### src/rtl/fvc_pkg.sv
// ----------------------------------------------------------------------------
// fvc_pkg
// Shared types, status codes, register indexes and the CRC-16 byte update
// for the frame validator.
// ----------------------------------------------------------------------------
package fvc_pkg;

	localparam int BYTE_W   = 8;
	localparam int STATUS_W = 3;
	localparam int CRC_W    = 16;
	localparam int CFG_IDX_W = 8;

	// status codes
	localparam logic [STATUS_W-1:0] ST_WAITING       = 3'd0;
	localparam logic [STATUS_W-1:0] ST_START_READING = 3'd1;
	localparam logic [STATUS_W-1:0] ST_NOT_VALID     = 3'd2;
	localparam logic [STATUS_W-1:0] ST_WRONG_MODULE  = 3'd3;
	localparam logic [STATUS_W-1:0] ST_CRC_ERROR     = 3'd4;
	localparam logic [STATUS_W-1:0] ST_OK            = 3'd5;
	localparam logic [STATUS_W-1:0] ST_OVERFLOW      = 3'd6;

	// register indexes
	localparam logic [CFG_IDX_W-1:0] REG_START_MARK     = 8'd0;
	localparam logic [CFG_IDX_W-1:0] REG_END_MARK       = 8'd1;
	localparam logic [CFG_IDX_W-1:0] REG_MODULE_ADDRESS = 8'd2;
	localparam logic [CFG_IDX_W-1:0] REG_MIN_LENGTH     = 8'd3;

	localparam logic [BYTE_W-1:0] MIN_LENGTH_RESET = 8'd5;
	localparam logic [BYTE_W-1:0] POS_LAST         = 8'hFF;

	// CRC-16, poly 0x1021, MSB first
	localparam logic [CRC_W-1:0] CRC_POLY = 16'h1021;

	typedef struct packed {
		logic [BYTE_W-1:0] start_mark;
		logic [BYTE_W-1:0] end_mark;
		logic [BYTE_W-1:0] module_address;
		logic [BYTE_W-1:0] min_length;
	} cfg_t;

	typedef struct packed {
		logic [STATUS_W-1:0] status;
		logic [CRC_W-1:0]    crc_calculated;
		logic [CRC_W-1:0]    crc_received;
		logic [BYTE_W-1:0]   frame_length;
	} result_t;

	function automatic logic [CRC_W-1:0] crc16_byte(input logic [CRC_W-1:0] crc,
			input logic [BYTE_W-1:0] b);
		logic [CRC_W-1:0] c;
		c = crc ^ {b, 8'h00};
		for (int k = 0; k < BYTE_W; k++) begin
			if (c[CRC_W-1]) begin
				c = {c[CRC_W-2:0], 1'b0} ^ CRC_POLY;
			end else begin
				c = {c[CRC_W-2:0], 1'b0};
			end
		end
		return c;
	endfunction

endpackage

### src/rtl/fvc_tracker.sv
// ----------------------------------------------------------------------------
// fvc_tracker
// Per-frame state (position, running CRC, trailer delay line, header bytes)
// and the end-of-frame decision.
// ----------------------------------------------------------------------------
module fvc_tracker (
	input  logic                        clk,
	input  logic                        arst_n,
	input  logic                        step,
	input  logic [fvc_pkg::BYTE_W-1:0]  data_byte,
	input  logic                        last_byte,
	input  fvc_pkg::cfg_t               cfg,
	output fvc_pkg::result_t            result
);

	logic [fvc_pkg::BYTE_W-1:0] pos_q, pos_n;
	logic [fvc_pkg::CRC_W-1:0]  crc_q, crc_n;
	logic [fvc_pkg::BYTE_W-1:0] dly_q [3];
	logic [fvc_pkg::BYTE_W-1:0] dly_n [3];
	logic [fvc_pkg::BYTE_W-1:0] first_q, first_n;
	logic [fvc_pkg::BYTE_W-1:0] addr_q, addr_n;
	logic                       end_seen_q, end_seen_n;
	logic                       ovf_q, ovf_n;

	// next state for this byte
	always_comb begin
		pos_n      = pos_q;
		crc_n      = crc_q;
		dly_n      = dly_q;
		first_n    = first_q;
		addr_n     = addr_q;
		end_seen_n = end_seen_q;
		ovf_n      = ovf_q;
		if (!ovf_q && pos_q == fvc_pkg::POS_LAST) begin
			ovf_n = 1'b1;
		end else if (!ovf_q) begin
			if (pos_q == 8'd0) begin
				first_n = data_byte;
			end
			if (pos_q == 8'd1) begin
				addr_n = data_byte;
			end
			if (pos_q >= 8'd3 && data_byte == cfg.end_mark) begin
				end_seen_n = 1'b1;
			end
			if (pos_q >= 8'd4) begin
				crc_n = fvc_pkg::crc16_byte(crc_q, dly_q[2]);
			end
			dly_n[2] = dly_q[1];
			dly_n[1] = dly_q[0];
			dly_n[0] = data_byte;
			pos_n    = pos_q + 8'd1;
		end
	end

	// decision, used only when last_byte is set
	always_comb begin
		result              = '0;
		result.frame_length = pos_n;
		if (ovf_n) begin
			result.status       = fvc_pkg::ST_OVERFLOW;
			result.frame_length = fvc_pkg::POS_LAST;
		end else if (pos_n <= cfg.min_length) begin
			result.status = fvc_pkg::ST_WAITING;
		end else if (first_n != cfg.start_mark) begin
			result.status = fvc_pkg::ST_NOT_VALID;
		end else if (dly_n[0] != cfg.end_mark) begin
			result.status = fvc_pkg::ST_START_READING;
		end else if (addr_n != cfg.module_address || !end_seen_n) begin
			result.status = fvc_pkg::ST_WRONG_MODULE;
		end else begin
			result.crc_calculated = crc_n;
			result.crc_received   = {dly_n[1], dly_n[2]};
			result.status = (crc_n == {dly_n[1], dly_n[2]}) ?
				fvc_pkg::ST_OK : fvc_pkg::ST_CRC_ERROR;
		end
	end

	always_ff @(posedge clk or negedge arst_n) begin
		if (!arst_n) begin
			pos_q      <= '0;
			crc_q      <= '0;
			dly_q      <= '{default: '0};
			first_q    <= '0;
			addr_q     <= '0;
			end_seen_q <= 1'b0;
			ovf_q      <= 1'b0;
		end else if (step) begin
			if (last_byte) begin
				pos_q      <= '0;
				crc_q      <= '0;
				dly_q      <= '{default: '0};
				first_q    <= '0;
				addr_q     <= '0;
				end_seen_q <= 1'b0;
				ovf_q      <= 1'b0;
			end else begin
				pos_q      <= pos_n;
				crc_q      <= crc_n;
				dly_q      <= dly_n;
				first_q    <= first_n;
				addr_q     <= addr_n;
				end_seen_q <= end_seen_n;
				ovf_q      <= ovf_n;
			end
		end
	end

	// overflow only ever latches once the position has saturated
	a_ovf_pos: assert property (@(posedge clk) disable iff (!arst_n)
		ovf_q |-> pos_q == fvc_pkg::POS_LAST)
		else $error("overflow flag set below full position");

	// frame end clears the per-frame state
	a_frame_clear: assert property (@(posedge clk) disable iff (!arst_n)
		step && last_byte |=> pos_q == '0 && crc_q == '0 && !ovf_q && !end_seen_q)
		else $error("frame state not cleared after final byte");

	// end mark can only have been seen once position three is passed
	a_end_seen: assert property (@(posedge clk) disable iff (!arst_n)
		end_seen_q |-> pos_q >= 8'd4)
		else $error("end mark flag set too early in frame");

endmodule

### src/rtl/frame_validator_crc16.sv
// ----------------------------------------------------------------------------
// frame_validator_crc16
// Serial frame checker: marks, module address, length and CRC-16 trailer.
// ----------------------------------------------------------------------------
// Usage:
//  - s_axis carries one received frame byte per transaction; tlast flags the
//    final byte. Only the final byte produces a m_axis transaction, carrying
//    status, computed CRC, received CRC and frame length.
//  - cfg_* writes the four registers (start mark, end mark, module address,
//    minimum length). cfg_ready is always high; write only while idle.
//  - Throughput: one byte per cycle while no final byte is stalled. The CRC is
//    an unrolled 8-bit update, so a byte finishes in the single stage between
//    the input register and the result register.
//  - Path: an accepted final byte passes the input register, is then loaded
//    into the result register and is offered on m_axis from there.
//  - Stall: while a result waits on m_axis, bytes that give no result keep
//    flowing; a further final byte holds in the input register and
//    s_axis_tready drops until the waiting result is taken.
//  - Reset: arst_n clears the frame state, empties both registers and returns
//    the registers to start 0, end 0, address 0, min length 5.
// ----------------------------------------------------------------------------
module frame_validator_crc16 (
	input  logic        clk,
	input  logic        arst_n,
	// input byte stream
	input  logic        s_axis_tvalid,
	output logic        s_axis_tready,
	input  logic [7:0]  s_axis_tdata,   // [7:0] data_byte
	input  logic        s_axis_tlast,   // last_byte
	// result stream
	output logic        m_axis_tvalid,
	input  logic        m_axis_tready,
	output logic [47:0] m_axis_tdata,   // [2:0] status, [18:3] crc_calculated,
	                                    // [34:19] crc_received,
	                                    // [42:35] frame_length, [47:43] zero
	// register writes
	input  logic        cfg_valid,
	output logic        cfg_ready,
	input  logic [7:0]  cfg_index,
	input  logic [7:0]  cfg_data
);

	fvc_pkg::cfg_t    cfg_q;
	fvc_pkg::result_t res;
	fvc_pkg::result_t out_q;

	logic       valid_s1;
	logic [7:0] byte_s1;
	logic       last_s1;
	logic       out_valid_q;
	logic       out_free;
	logic       go_s1;

	// ---- register file ----
	assign cfg_ready = 1'b1;

	always_ff @(posedge clk or negedge arst_n) begin
		if (!arst_n) begin
			cfg_q.start_mark     <= '0;
			cfg_q.end_mark       <= '0;
			cfg_q.module_address <= '0;
			cfg_q.min_length     <= fvc_pkg::MIN_LENGTH_RESET;
		end else if (cfg_valid) begin
			case (cfg_index)
				fvc_pkg::REG_START_MARK:     cfg_q.start_mark     <= cfg_data;
				fvc_pkg::REG_END_MARK:       cfg_q.end_mark       <= cfg_data;
				fvc_pkg::REG_MODULE_ADDRESS: cfg_q.module_address <= cfg_data;
				fvc_pkg::REG_MIN_LENGTH:     cfg_q.min_length     <= cfg_data;
				default: ;  // unknown index, write dropped
			endcase
		end
	end

	// ---- flow control ----
	// A byte in the input register moves on unless it is a final byte and
	// the result register is still occupied.
	assign out_free      = !out_valid_q || m_axis_tready;
	assign go_s1         = valid_s1 && (!last_s1 || out_free);
	assign s_axis_tready = !valid_s1 || go_s1;

	// ---- input register ----
	always_ff @(posedge clk or negedge arst_n) begin
		if (!arst_n) begin
			valid_s1 <= 1'b0;
		end else if (s_axis_tready) begin
			valid_s1 <= s_axis_tvalid;
		end
	end

	always_ff @(posedge clk) begin
		if (s_axis_tready && s_axis_tvalid) begin
			byte_s1 <= s_axis_tdata;
			last_s1 <= s_axis_tlast;
		end
	end

	// ---- frame state and decision ----
	fvc_tracker u_tracker (
		.clk       (clk),
		.arst_n    (arst_n),
		.step      (go_s1),
		.data_byte (byte_s1),
		.last_byte (last_s1),
		.cfg       (cfg_q),
		.result    (res)
	);

	// ---- result register ----
	always_ff @(posedge clk or negedge arst_n) begin
		if (!arst_n) begin
			out_valid_q <= 1'b0;
		end else if (go_s1 && last_s1) begin
			out_valid_q <= 1'b1;
		end else if (m_axis_tready) begin
			out_valid_q <= 1'b0;
		end
	end

	always_ff @(posedge clk) begin
		if (go_s1 && last_s1) begin
			out_q <= res;
		end
	end

	assign m_axis_tvalid = out_valid_q;
	assign m_axis_tdata  = {5'b0, out_q.frame_length, out_q.crc_received,
	                        out_q.crc_calculated, out_q.status};

	// a held input byte is always a final byte blocked by an unread result
	a_stall_cause: assert property (@(posedge clk) disable iff (!arst_n)
		valid_s1 && !go_s1 |-> last_s1 && out_valid_q && !m_axis_tready)
		else $error("input register stalled without cause");

	// an OK status means the two CRC fields agree
	a_ok_crc: assert property (@(posedge clk) disable iff (!arst_n)
		out_valid_q && out_q.status == fvc_pkg::ST_OK |->
			out_q.crc_calculated == out_q.crc_received)
		else $error("ok status with mismatching CRCs");

	// CRC fields are zero unless a CRC check was made
	a_crc_zero: assert property (@(posedge clk) disable iff (!arst_n)
		out_valid_q && out_q.status != fvc_pkg::ST_OK &&
			out_q.status != fvc_pkg::ST_CRC_ERROR |->
			out_q.crc_calculated == '0 && out_q.crc_received == '0)
		else $error("CRC fields set without a CRC check");

endmodule

### config.mk
export PLATFORM = sky130hd
export DESIGN_NAME = frame_validator_crc16
export DESIGN_NICKNAME = d
export VERILOG_FILES = /design/src/rtl/fvc_pkg.sv /design/src/rtl/fvc_tracker.sv /design/src/rtl/frame_validator_crc16.sv
export SDC_FILE = /design/constraint.sdc
export NUM_CORES = 1
export LEC_CHECK = 0
export BUFFER_PORTS_ARGS = -buffer_cell sky130_fd_sc_hd__buf_2
export CORE_MARGIN = 1.5
export CORE_UTILIZATION = 54
export CTS_CLUSTER_DIAMETER = 120
export CTS_CLUSTER_SIZE = 14
export DETAILED_ROUTE_END_ITERATION = 16
export MAX_ROUTING_LAYER = met4
export PLACE_DENSITY = 0.77
export RECOVER_POWER = 100
export SYNTH_ARGS = -nofsm -noshare
export SYNTH_HDL_FRONTEND = slang
export SYNTH_SLANG_ARGS = --single-unit
### constraint.sdc
create_clock -name clk -period 3.9 [get_ports clk]
set_input_delay 0.39 -clock clk [delete_from_list [all_inputs] [get_ports clk]]
set_output_delay 0.39 -clock clk [all_outputs]
set_load 0.02 [all_outputs]
==> results of run 1 <==
metal layers:
metal  GRT usage (%)  up-vias  part of all wire (%)
li1                -     2896                     -
met1            34.0     3056                    43
met2            42.0      275                    47
met3            6.07       55                   6.9
met4            11.2        0                   3.0
met5               -        -                     0
cell families (layout without fill, tap and decap cells):
family / count (synthesis) / count (layout)
compound gates: 183 / 183
xor+xnor: 93 / 93
fa+ha+maj: 11 / 11
buf+inv: 101 / 159
flops: 152 / 152
mux: 45 / 45
other cells: 2 / 6
simple gates: 204 / 204
what timing repair did:
item	in CTS	in global routing
hold buffers	1	0
setup endpoints to repair	0	3
endpoints found under the hold margin	28	0
resized for setup	0	2
through the flow:
stage	instances	setup WS [ns]	hold WS [ns]	cell area, um^2
final	1041	0.261	0.128	9230
after CTS	1041	0.260	0.112	9390
after detailed placement	1008	0.286	0.348	8800
after floorplan	795	0.0557	0.0944	8350
after global placement	1008	0.457	0.348	8800
after global routing	1041	0.0292	0.117	9230
cells in the final DEF, fill, tap and decap left out, types with 31 or more instances in the layout:
cell type / Yosys / final
xor2_1: 36 / 36
xnor2_1: 52 / 52
a22o_1: 32 / 32
dfrtp_1: 98 / 98
a21oi_1: 18 / 31
o21ai_0: 45 / 47
edfxtp_1: 52 / 52
nand2_1: 98 / 99
clkbuf_1: 52 / 55
nor2_1: 44 / 43
cell type report:
type	count	area share [%]
Inverter	28	1.14
Tap cell	188	2.55
Multi-Input combinational cell	542	40.8
Clock buffer	21	5.00
Timing Repair Buffer	99	5.17
Clock inverter	11	1.29
Sequential cell	152	44.1
report_power, final:
part           switching, mW  internal (mW)  leakage, nW  total, mW
Combinational          0.765          0.543         1.86       1.31
Sequential             0.221           1.84         1.84       2.06
Clock                  0.653          0.979        0.288       1.63
Total                   1.64           3.36         3.98       5.00
worst paths after layout:
path / endpoint / slack (ns) / cells after the start
max: m_axis_tdata[10]$_SDFFCE_PP0P_ / 0.26 / 14
min: byte_s1[4]$_DFFE_PP_ / 0.13 / 1
max reg2reg: m_axis_tdata[10]$_SDFFCE_PP0P_ / 0.26 / 14
min reg2reg: u_tracker.end_seen_q$_DFFE_PN0P_ / 0.50 / 2
max in group asynchronous: u_tracker.crc_q[9]$_DFFE_PN0P_ / 1.03 / 3
min in group asynchronous: cfg_q[6]$_DFFE_PN0P_ / 0.92 / 2
flip-flops by register name, summed over array words and instances (netlist names):
signal,count
u_tracker.addr_q,8
u_tracker.first_q,8
cfg_q,32
valid_s1,1
m_axis_tvalid,1
u_tracker.dly_q,24
u_tracker.crc_q,16
u_tracker.ovf_q,1
last_s1,1
m_axis_tdata,43
u_tracker.end_seen_q,1
u_tracker.pos_q,8
byte_s1,8
critical path, stage by stage (launching register included):
cell and delay (ns):
dfrtp_1 0.42, ha_1 0.26, nand3_2 0.15, o21bai_1 0.53
nor2_1 0.17, xor2_1 0.28, ha_1 0.20, a21o_1 0.10
a21o_1 0.10, a21oi_1 0.07, o21ai_0 0.09, nand2_1 0.11
or4_1 0.52, buf_6 0.21, a211oi_1 0.21
==> metrics.yaml, run 1 <==
status: "finished with violations"
violations: "capacitance limit, slew limit"
p_total_mw: 5.00
clock_latency_ns: 0.43
finClkSkew_ns: 0.00814
final_util_pct: 60.9
die-area_um2: 16200
relSlewSlack_pct: -9.50
synthSimpleGateAreaFrac_pct: 11.6
clkSinkCount: 152
synth_xor_area_share_pct: 10.6
grt_remaining_overflow: 0
drive_above_1_share_pct: 14.2
finalSetupViolCount: 0
antenna_left: 0
fmax_ghz: 0.275
tritoncts: "done"
synth_compound_area_share_pct: 16.0
tns_ns: 0
grt_pass1_vias: 6215
num_rows: 45
routed_via_density: 6.03
min_period_ns: 3.64
tightest_slew_ns: 1.64
synth_mux_area_share_pct: 5.85
antenna_cells: 0
synth_commonest_cells: "98 x dfrtp_1, 98 x nand2_1, 52 x clkbuf_1, 52 x edfxtp_1, 52 x xnor2_1"
postCtsSetupRepairBufs: 0
synth_top_area_share_pct: 29.4
wl_per_cell_um: 19.2
maxCapViolCount: 2
final_nets: 881
htree_levels: 4
irDropWorstVdd_uv: 360
ys_seq_area_share_pct: 48.8
synth-async-reset-ratio_pct: 65.8
synth.area.top_cells: "dfrtp_1 29%, edfxtp_1 19%, xnor2_1 5.5%"
io_pins: 81
place_congestion: 0.990
synthToLayoutAreaGrowth_pct: 10.6
synth-edff-count: 52
vias: 6282
startpoint: "u_tracker.pos_q[1]$_DFFE_PN0P_"
die_h_um: 127
start_util_pct: 55.1
worst-path-max-fanout: 33
ys_ff_latch: 152
synth_area_um2: 8340
port_buffers: 74
path_class: "reg2reg"
syn_avg_cell_area_um2: 10.5
n_fill_cell: 1248
cts-root-buf: "clkbuf_16"
register_area_um2: 4070
drt_iter0_drc: 557
grtUsageTotal_pct: 26.9
finalCritPeriodShare_pct: 93.3
p_leak_nw: 3.98
min_path_type: "in2reg"
synthFlopType: "dfrtp_1"
dr.pass1.iters: 5
finalHoldViolations: 0
crit_required_ns: 4.15
ys_types: 70
synth_top_family_by_area: "compound AO/OA/AOI/OAI gates"
grt_pass1_wl_um: 32700
routed_wl_um: 20000
critical_path_arrival_ns: 3.89
rr_startpoint: "u_tracker.pos_q[1]$_DFFE_PN0P_"
worstSetupEndpointType: "flip-flop"
multiInputGateArea_um2: 3760
slew_violations: 45
clk_pin_slew_ns: 0.06
die_w_um: 127
yosysWarnings: 0
rsz0062_at_grt: "no"
dpl.hpwl_um: 14100
grt_start_max_net_pins: 48
cp-start-kind: "flip-flop"
min_from: "s_axis_tdata[4]"
powerDensity_nw_per_um2: 542
syn_inst: 791
antenna_found_initial: 0
post-route-drc-count: 0
clock_path_buffers: 2
cts_made_buffers: 17
synth_top_area_cell: "dfrtp_1"
core_area_um2: 15100
synth_adder_area_share_pct: 1.65
Note: power is estimated with default switching activity, not from simulation.
==> run 2: changes to the inputs <==
--- a/config.mk
+++ b/config.mk
@@ -13,7 +13,6 @@
 export DETAILED_ROUTE_END_ITERATION = 16
 export MAX_ROUTING_LAYER = met4
 export PLACE_DENSITY = 0.77
-export RECOVER_POWER = 100
 export SYNTH_ARGS = -nofsm -noshare
 export SYNTH_HDL_FRONTEND = slang
 export SYNTH_SLANG_ARGS = --single-unit
==> run 2 against run 1 <==
Effect of this change:
- the flow now finishes without violations
- count of clock-buffer cells in the layout stayed put
- utilization increased by 1.2 points
- register-to-register slack hardly changed
- setup slack worse by 0.0042 ns
- highest routed layer unchanged
==> metrics.yaml, run 2 (same netlist as run 1, synthesis figures left out) <==
grt_pass1_wl_um: 32700  # unchanged
antenna_found_initial: 0  # unchanged
r2r_slack_ns: 0.26  # about the same
relSlewSlack_pct: 31.3  # +41 points
r2r-end: "m_axis_tdata[5]$_SDFFCE_PP0P_"
clock_path_buffers: 2  # unchanged
slowest_delay_ns: 0.52  # about the same
routed_via_density: 6.05  # +0.21%
maxCapViolCount: 0  # -2
port_buffers: 74  # unchanged
rr_startpoint: "u_tracker.pos_q[1]$_DFFE_PN0P_"
die_h_um: 127  # unchanged
p_leak_nw: 4.15  # +4.2%
place_inst: 1008  # unchanged
grt_remaining_overflow: 0  # unchanged
post-place-ws_ns: 0.286  # unchanged
vias: 6295  # +0.21%
tightest_slew_ns: 1.02  # -0.619 ns
finalHoldViolations: 0  # unchanged
grtUsageTotal_pct: 26.9  # unchanged
dpl.hpwl_um: 14100  # unchanged
place_congestion: 0.990  # unchanged
crit_end: "m_axis_tdata[5]$_SDFFCE_PP0P_"
fin_ws_ns: 0.257  # -0.00419 ns
dr.pass1.iters: 8  # +3
crit_required_ns: 4.16  # about the same
worstSetupEndpointType: "flip-flop"
fmax_ghz: 0.275  # -0.11%
slew_violations: 0  # -100%
grt_pass1_vias: 6215  # unchanged
path_class: "reg2reg"
holdPathStages: 1  # unchanged
path_buf_inv: 2  # +1
postCtsSetupRepairBufs: 0  # unchanged
num_rows: 45  # unchanged
htree_levels: 4  # unchanged
routed_wl_um: 20100  # +0.46%
irDropWorstVdd_uv: 358  # -0.62%
crit_chain: "ha_1 -> nand3_2 -> o21ba_2 -> buf_4 -> o21ai_0 -> ha_1 -> nand3_1 -> o22ai_1 -> nor2_1 -> o21ai_0 -> nand2_1 -> or4_1 -> buf_6 -> a211oi_1"
antenna_left: 0  # unchanged
worst-path-max-fanout: 33  # unchanged
crit_cells: 14  # unchanged
clk_pin_slew_ns: 0.06  # about the same
core_area_um2: 15100  # unchanged
finalNonFillerCells: 1041  # unchanged
grt_start_max_net_pins: 48  # unchanged
cp-start-kind: "flip-flop"
antenna_cells: 0  # unchanged
powerDensity_nw_per_um2: 536  # -1.2%
clkSinkCount: 152  # unchanged
die_w_um: 127  # unchanged
cts-root-buf: "clkbuf_16"
final_util_pct: 62.1  # +1.2 points
status: "finished, final reports clean"
critPathTopFamily: "compound AO/OA/AOI/OAI gates"
finalSetupViolCount: 0  # unchanged
finClkSkew_ns: 0.00826  # +0.000117 ns
cts_made_buffers: 17  # unchanged
clock_latency_ns: 0.43  # about the same
r2r_cells: 14  # unchanged
tns_ns: 0  # unchanged
p_total_mw: 5.04  # +0.65%
critical_path_arrival_ns: 3.90  # about the same
tritoncts: "done"
synthToLayoutAreaGrowth_pct: 12.7
wl_per_cell_um: 19.3  # +0.46%
rsz0062_at_grt: "no"
startpoint: "u_tracker.pos_q[1]$_DFFE_PN0P_"
drive_above_1_share_pct: 22.6  # +8.4 points
largest_register_ffs: 43  # unchanged
drt_iter0_drc: 575  # +3.2%
die-area_um2: 16200  # unchanged
min_path_type: "in2reg"
mostFrequentLayoutCells: "98 x nand2_1, 98 x dfrtp_1, 73 x buf_2"
post-route-drc-count: 0  # unchanged
finalCritPeriodShare_pct: 93.4  # +0.11 points
min_period_ns: 3.64  # +0.00419 ns
critPathSlowestCell: "or4_1"
io_pins: 81  # unchanged
start_util_pct: 55.1  # unchanged
final_nets: 881  # unchanged
run 2: cell count changes in the layout (fill, tap and decap cells not counted), moves of 2 or more:
cell      previous run  this run
buf_2               28        73
buf_4               14        24
o21ai_1              0         2
o21ai_0             47        45
and2_0               2         0
a211oi_2             2         6
a21oi_1             31        18
and2_1               2         4
clkbuf_1            55         3
a211oi_1             7         3
a21oi_2              0        13
clkbuf_2             3         0
run 2: final cells by class:
type                    count  area [um^2]
clock buffers              21          462
repair buffers             99          567
fillers                  1193         5750
flip-flops and latches    152         4070
well taps                 188          235
clock inverters            11          119
inverters                  28          105
multi-input cells         542         3850
run 2: metal layers:
| metal | global-route usage [%] | wire length (um) |
|---|---|---|
| met5 | - | 0 |
| met4 | 11.2 | 530 |
| met3 | 6.07 | 1420 |
| met2 | 42.0 | 9610 |
| met1 | 34.0 | 8500 |
run 2: per-stage QoR:
| step | area, um^2 | hold WS (ns) |
|---|---|---|
| after global routing | 9400 | 0.117 |
| after CTS | 9390 | 0.112 |
| after detailed placement | 8800 | 0.348 |
| after global placement | 8800 | 0.348 |
| final | 9400 | 0.128 |
| after floorplan | 8350 | 0.0944 |
run 2: worst min-delay path by stage:
stage	startpoint	end	slack, ns
2_1_floorplan	arst_n	cfg_q[10]$_DFFE_PN0P_	0.09
3_3_place_gp	arst_n	u_tracker.pos_q[5]$_DFFE_PN0P_	0.35
3_5_place_dp	arst_n	cfg_q[5]$_DFFE_PN0P_	0.35
4_1_cts	s_axis_tdata[5]	byte_s1[5]$_DFFE_PP_	0.11
5_1_grt	s_axis_tdata[2]	byte_s1[2]$_DFFE_PP_	0.12
6_report	s_axis_tdata[4]	byte_s1[4]$_DFFE_PP_	0.13
run 2: power breakdown:
| group | internal [mW] | switching [mW] |
|---|---|---|
| registers | 1.84 | 0.220 |
| logic | 0.564 | 0.785 |
| clock network | 0.979 | 0.648 |
| total | 3.38 | 1.65 |
run 2: repair_timing:
| action | 4_1_cts | 5_1_grt |
|---|---|---|
| hold endpoints to repair | 28 | 0 |
| endpoints found under the setup margin | 0 | 3 |
| resized for setup | 0 | 2 |
| hold buffers | 1 | 0 |
==> run 3: changes to the inputs <==
--- a/config.mk
+++ b/config.mk
@@ -7,12 +7,13 @@
 export LEC_CHECK = 0
 export BUFFER_PORTS_ARGS = -buffer_cell sky130_fd_sc_hd__buf_2
 export CORE_MARGIN = 1.5
-export CORE_UTILIZATION = 54
+export CORE_UTILIZATION = 56
+export CTS_BUF_LIST = sky130_fd_sc_hd__clkbuf_2 sky130_fd_sc_hd__clkbuf_4 sky130_fd_sc_hd__clkbuf_8
 export CTS_CLUSTER_DIAMETER = 120
 export CTS_CLUSTER_SIZE = 14
 export DETAILED_ROUTE_END_ITERATION = 16
 export MAX_ROUTING_LAYER = met4
-export PLACE_DENSITY = 0.77
+export PLACE_DENSITY = 0.79
 export SYNTH_ARGS = -nofsm -noshare
 export SYNTH_HDL_FRONTEND = slang
 export SYNTH_SLANG_ARGS = --single-unit
==> run 3 against run 2 <==
Effect of this change:
- total power shrank 7.9%
- non-clock buffer count grew 1
- count of clock-buffer cells in the layout grew 3
- cell count shrank 0.29%
- register-to-register slack is essentially flat
- critical endpoint is now m_axis_tdata[3]$_SDFFCE_PP0P_
- largest power group unchanged
==> metrics.yaml, run 3 (same netlist as run 1, synthesis figures left out) <==
switching_share_pct: 34.5  # +1.7 points
finalHoldViolations: 0  # unchanged
clock_latency_ns: 0.46  # +0.03 ns
grt_remaining_overflow: 0  # unchanged
path_class: "reg2reg"
clk_pin_slew_ns: 0.07  # about the same
finalCritPeriodShare_pct: 93.2  # -0.22 points
worstSetupEndpointType: "flip-flop"
dpl.hpwl_um: 15200  # +8.2%
dr.pass1.iters: 5  # -3
htree_levels: 4  # unchanged
slew_violations: 0  # unchanged
clkPwrFrac_pct: 25.9  # -6.4 points
mostFrequentLayoutCells: "98 x nand2_1, 98 x dfrtp_1, 73 x buf_2"
port_buffers: 74  # unchanged
worst-path-max-fanout: 33  # unchanged
cts_made_buffers: 17  # unchanged
tritoncts: "done"
antenna_found_initial: 0  # unchanged
wl_per_cell_um: 20.5  # +6.3%
post-route-drc-count: 0  # unchanged
r2r_slack_ns: 0.27  # about the same
postCtsSetupRepairBufs: 0  # unchanged
tightest_slew_ns: 0.973  # -0.0504 ns
drive_above_1_share_pct: 23.1  # +0.44 points
start_util_pct: 57.4  # +2.3 points
grt_start_max_net_pins: 74  # +54%
p_seq_share_pct: 44.5  # +3.6 points
fmax_ghz: 0.275  # +0.24%
cp-start-kind: "flip-flop"
grt_pass1_wl_um: 33700  # +3.3%
die_h_um: 125  # -1.8%
p_leak_nw: 4.08  # -1.7%
core_area_um2: 14500  # -4.0%
clock_path_buffers: 2  # unchanged
powerDensity_nw_per_um2: 504  # -6.0%
min_path_type: "in2async"
num_rows: 44  # -2.2%
relSlewSlack_pct: 35.1  # +3.8 points
grt_pass1_vias: 6154  # -0.98%
largest_register_ffs: 43  # unchanged
n_fill_cell: 1165  # -2.3%
grtUsageTotal_pct: 28.7  # +1.8 points
p_int_mw: 3.04  # -10%
vias: 6408  # +1.8%
status: "finished, final reports clean"
clkSinkCount: 152  # unchanged
min_period_ns: 3.63  # -0.00858 ns
rsz0062_at_grt: "no"
cts-root-buf: "clkbuf_8"
finalSetupViolCount: 0  # unchanged
io_pins: 81  # unchanged
final_nets: 882  # +0.11%
die_w_um: 125  # -1.8%
cts_hold_buffers: 0  # -1
irDropWorstVdd_uv: 337  # -5.8%
die-area_um2: 15600  # -3.5%
tns_ns: 0  # unchanged
antenna_cells: 0  # unchanged
finClkSkew_ns: 0.00966  # +0.00140 ns
hold_ws_ns: 0.0706  # -0.0574 ns
cts_resized: 0  # unchanged
place_congestion: 0.944  # -4.7%
routed_via_density: 6.17  # +2.1%
maxCapViolCount: 0  # unchanged
antenna_left: 0  # unchanged
crit_required_ns: 4.19  # +0.03 ns
critical_path_arrival_ns: 3.92  # +0.02 ns
routed_wl_um: 21300  # +6.0%
pwr-share-comb_pct: 29.6  # +2.8 points
synthToLayoutAreaGrowth_pct: 10.5
drt_iter0_drc: 745  # +30%
power.switching_mw: 1.60  # -3.0%
## run 3: changes by cell type in the layout (fill, tap and decap cells not counted), sizes merged
cell         delta
clkinvlp        -1
clkinv          +2
dlygate4sd3     -1
clkbuf          +3
buf             +2
inv             -4
## run 3: critical path: stages (launching register included)
cell and delay [ns]:
dfrtp_1 0.41, ha_1 0.26, nand3_2 0.17, o21ba_2 0.34, nand2_1 0.11, xor2_1 0.27
inv_1 0.08, ha_1 0.30, nand3_1 0.10, o22ai_1 0.13, nor2_1 0.05, o21ai_0 0.15
nand2_1 0.10, or4_1 0.52, buf_6 0.22, a211oi_1 0.21
## run 3: routing by layer
| metal | track usage (%) | vias to the layer above | wire length, um |
|---|---|---|---|
| met3 | 5.35 | 64 | 1520 |
| met5 | - | - | 0 |
| met2 | 45.5 | 311 | 10300 |
| met4 | 14.1 | 0 | 832 |
| met1 | 35.6 | 3136 | 8640 |
| li1 | - | 2897 | - |
## run 3: path summary, 6_finish.rpt
| check | startpoint | to | cells after the start |
|---|---|---|---|
| worst min-delay path | arst_n | u_tracker.pos_q[7]$_DFFE_PN0P_ | 1 |
| worst max register to register | u_tracker.pos_q[1]$_DFFE_PN0P_ | m_axis_tdata[3]$_SDFFCE_PP0P_ | 15 |
| max in group asynchronous | arst_n | cfg_q[0]$_DFFE_PN1P_ | 2 |
| worst max-delay path | u_tracker.pos_q[1]$_DFFE_PN0P_ | m_axis_tdata[3]$_SDFFCE_PP0P_ | 15 |
| worst min register to register | cfg_q[6]$_DFFE_PN0P_ | cfg_q[6]$_DFFE_PN0P_ | 1 |
| min in group clk | s_axis_tdata[5] | byte_s1[5]$_DFFE_PP_ | 1 |
## run 3: power by group through the flow
stage / logic [mW] / registers (mW) / clock network (mW)
floorplan: 1.03 / 2.01 / 0
global placement: 1.31 / 2.08 / 0
detailed placement: 1.35 / 2.09 / 0
CTS: 1.36 / 2.06 / 1.22
global route: 1.51 / 2.08 / 1.28
finish: 1.38 / 2.06 / 1.20
## run 3: area by class of cell
cell class,count,area (um^2),share of cell area (%)
Clock buffer,24,299,3.25
Clock inverter,8,97.6,1.06
Inverter,28,105,1.14
Multi-Input combinational cell,542,3840,41.7
Sequential cell,152,4070,44.1
Tap cell,184,230,2.50
Timing Repair Buffer,100,572,6.21
## run 3: stage by stage
step	util, %	power, mW	worst slack, ns	std cells	instance area, um^2
global route	63.4	4.87	0.000244	1038	9210
global placement	60.6	3.38	0.496	1006	8810
floorplan	-	3.05	0.0557	795	8350
CTS	63.4	4.64	0.232	1038	9210
detailed placement	60.6	3.44	0.291	1006	8810
finish	63.4	4.64	0.266	1038	9210
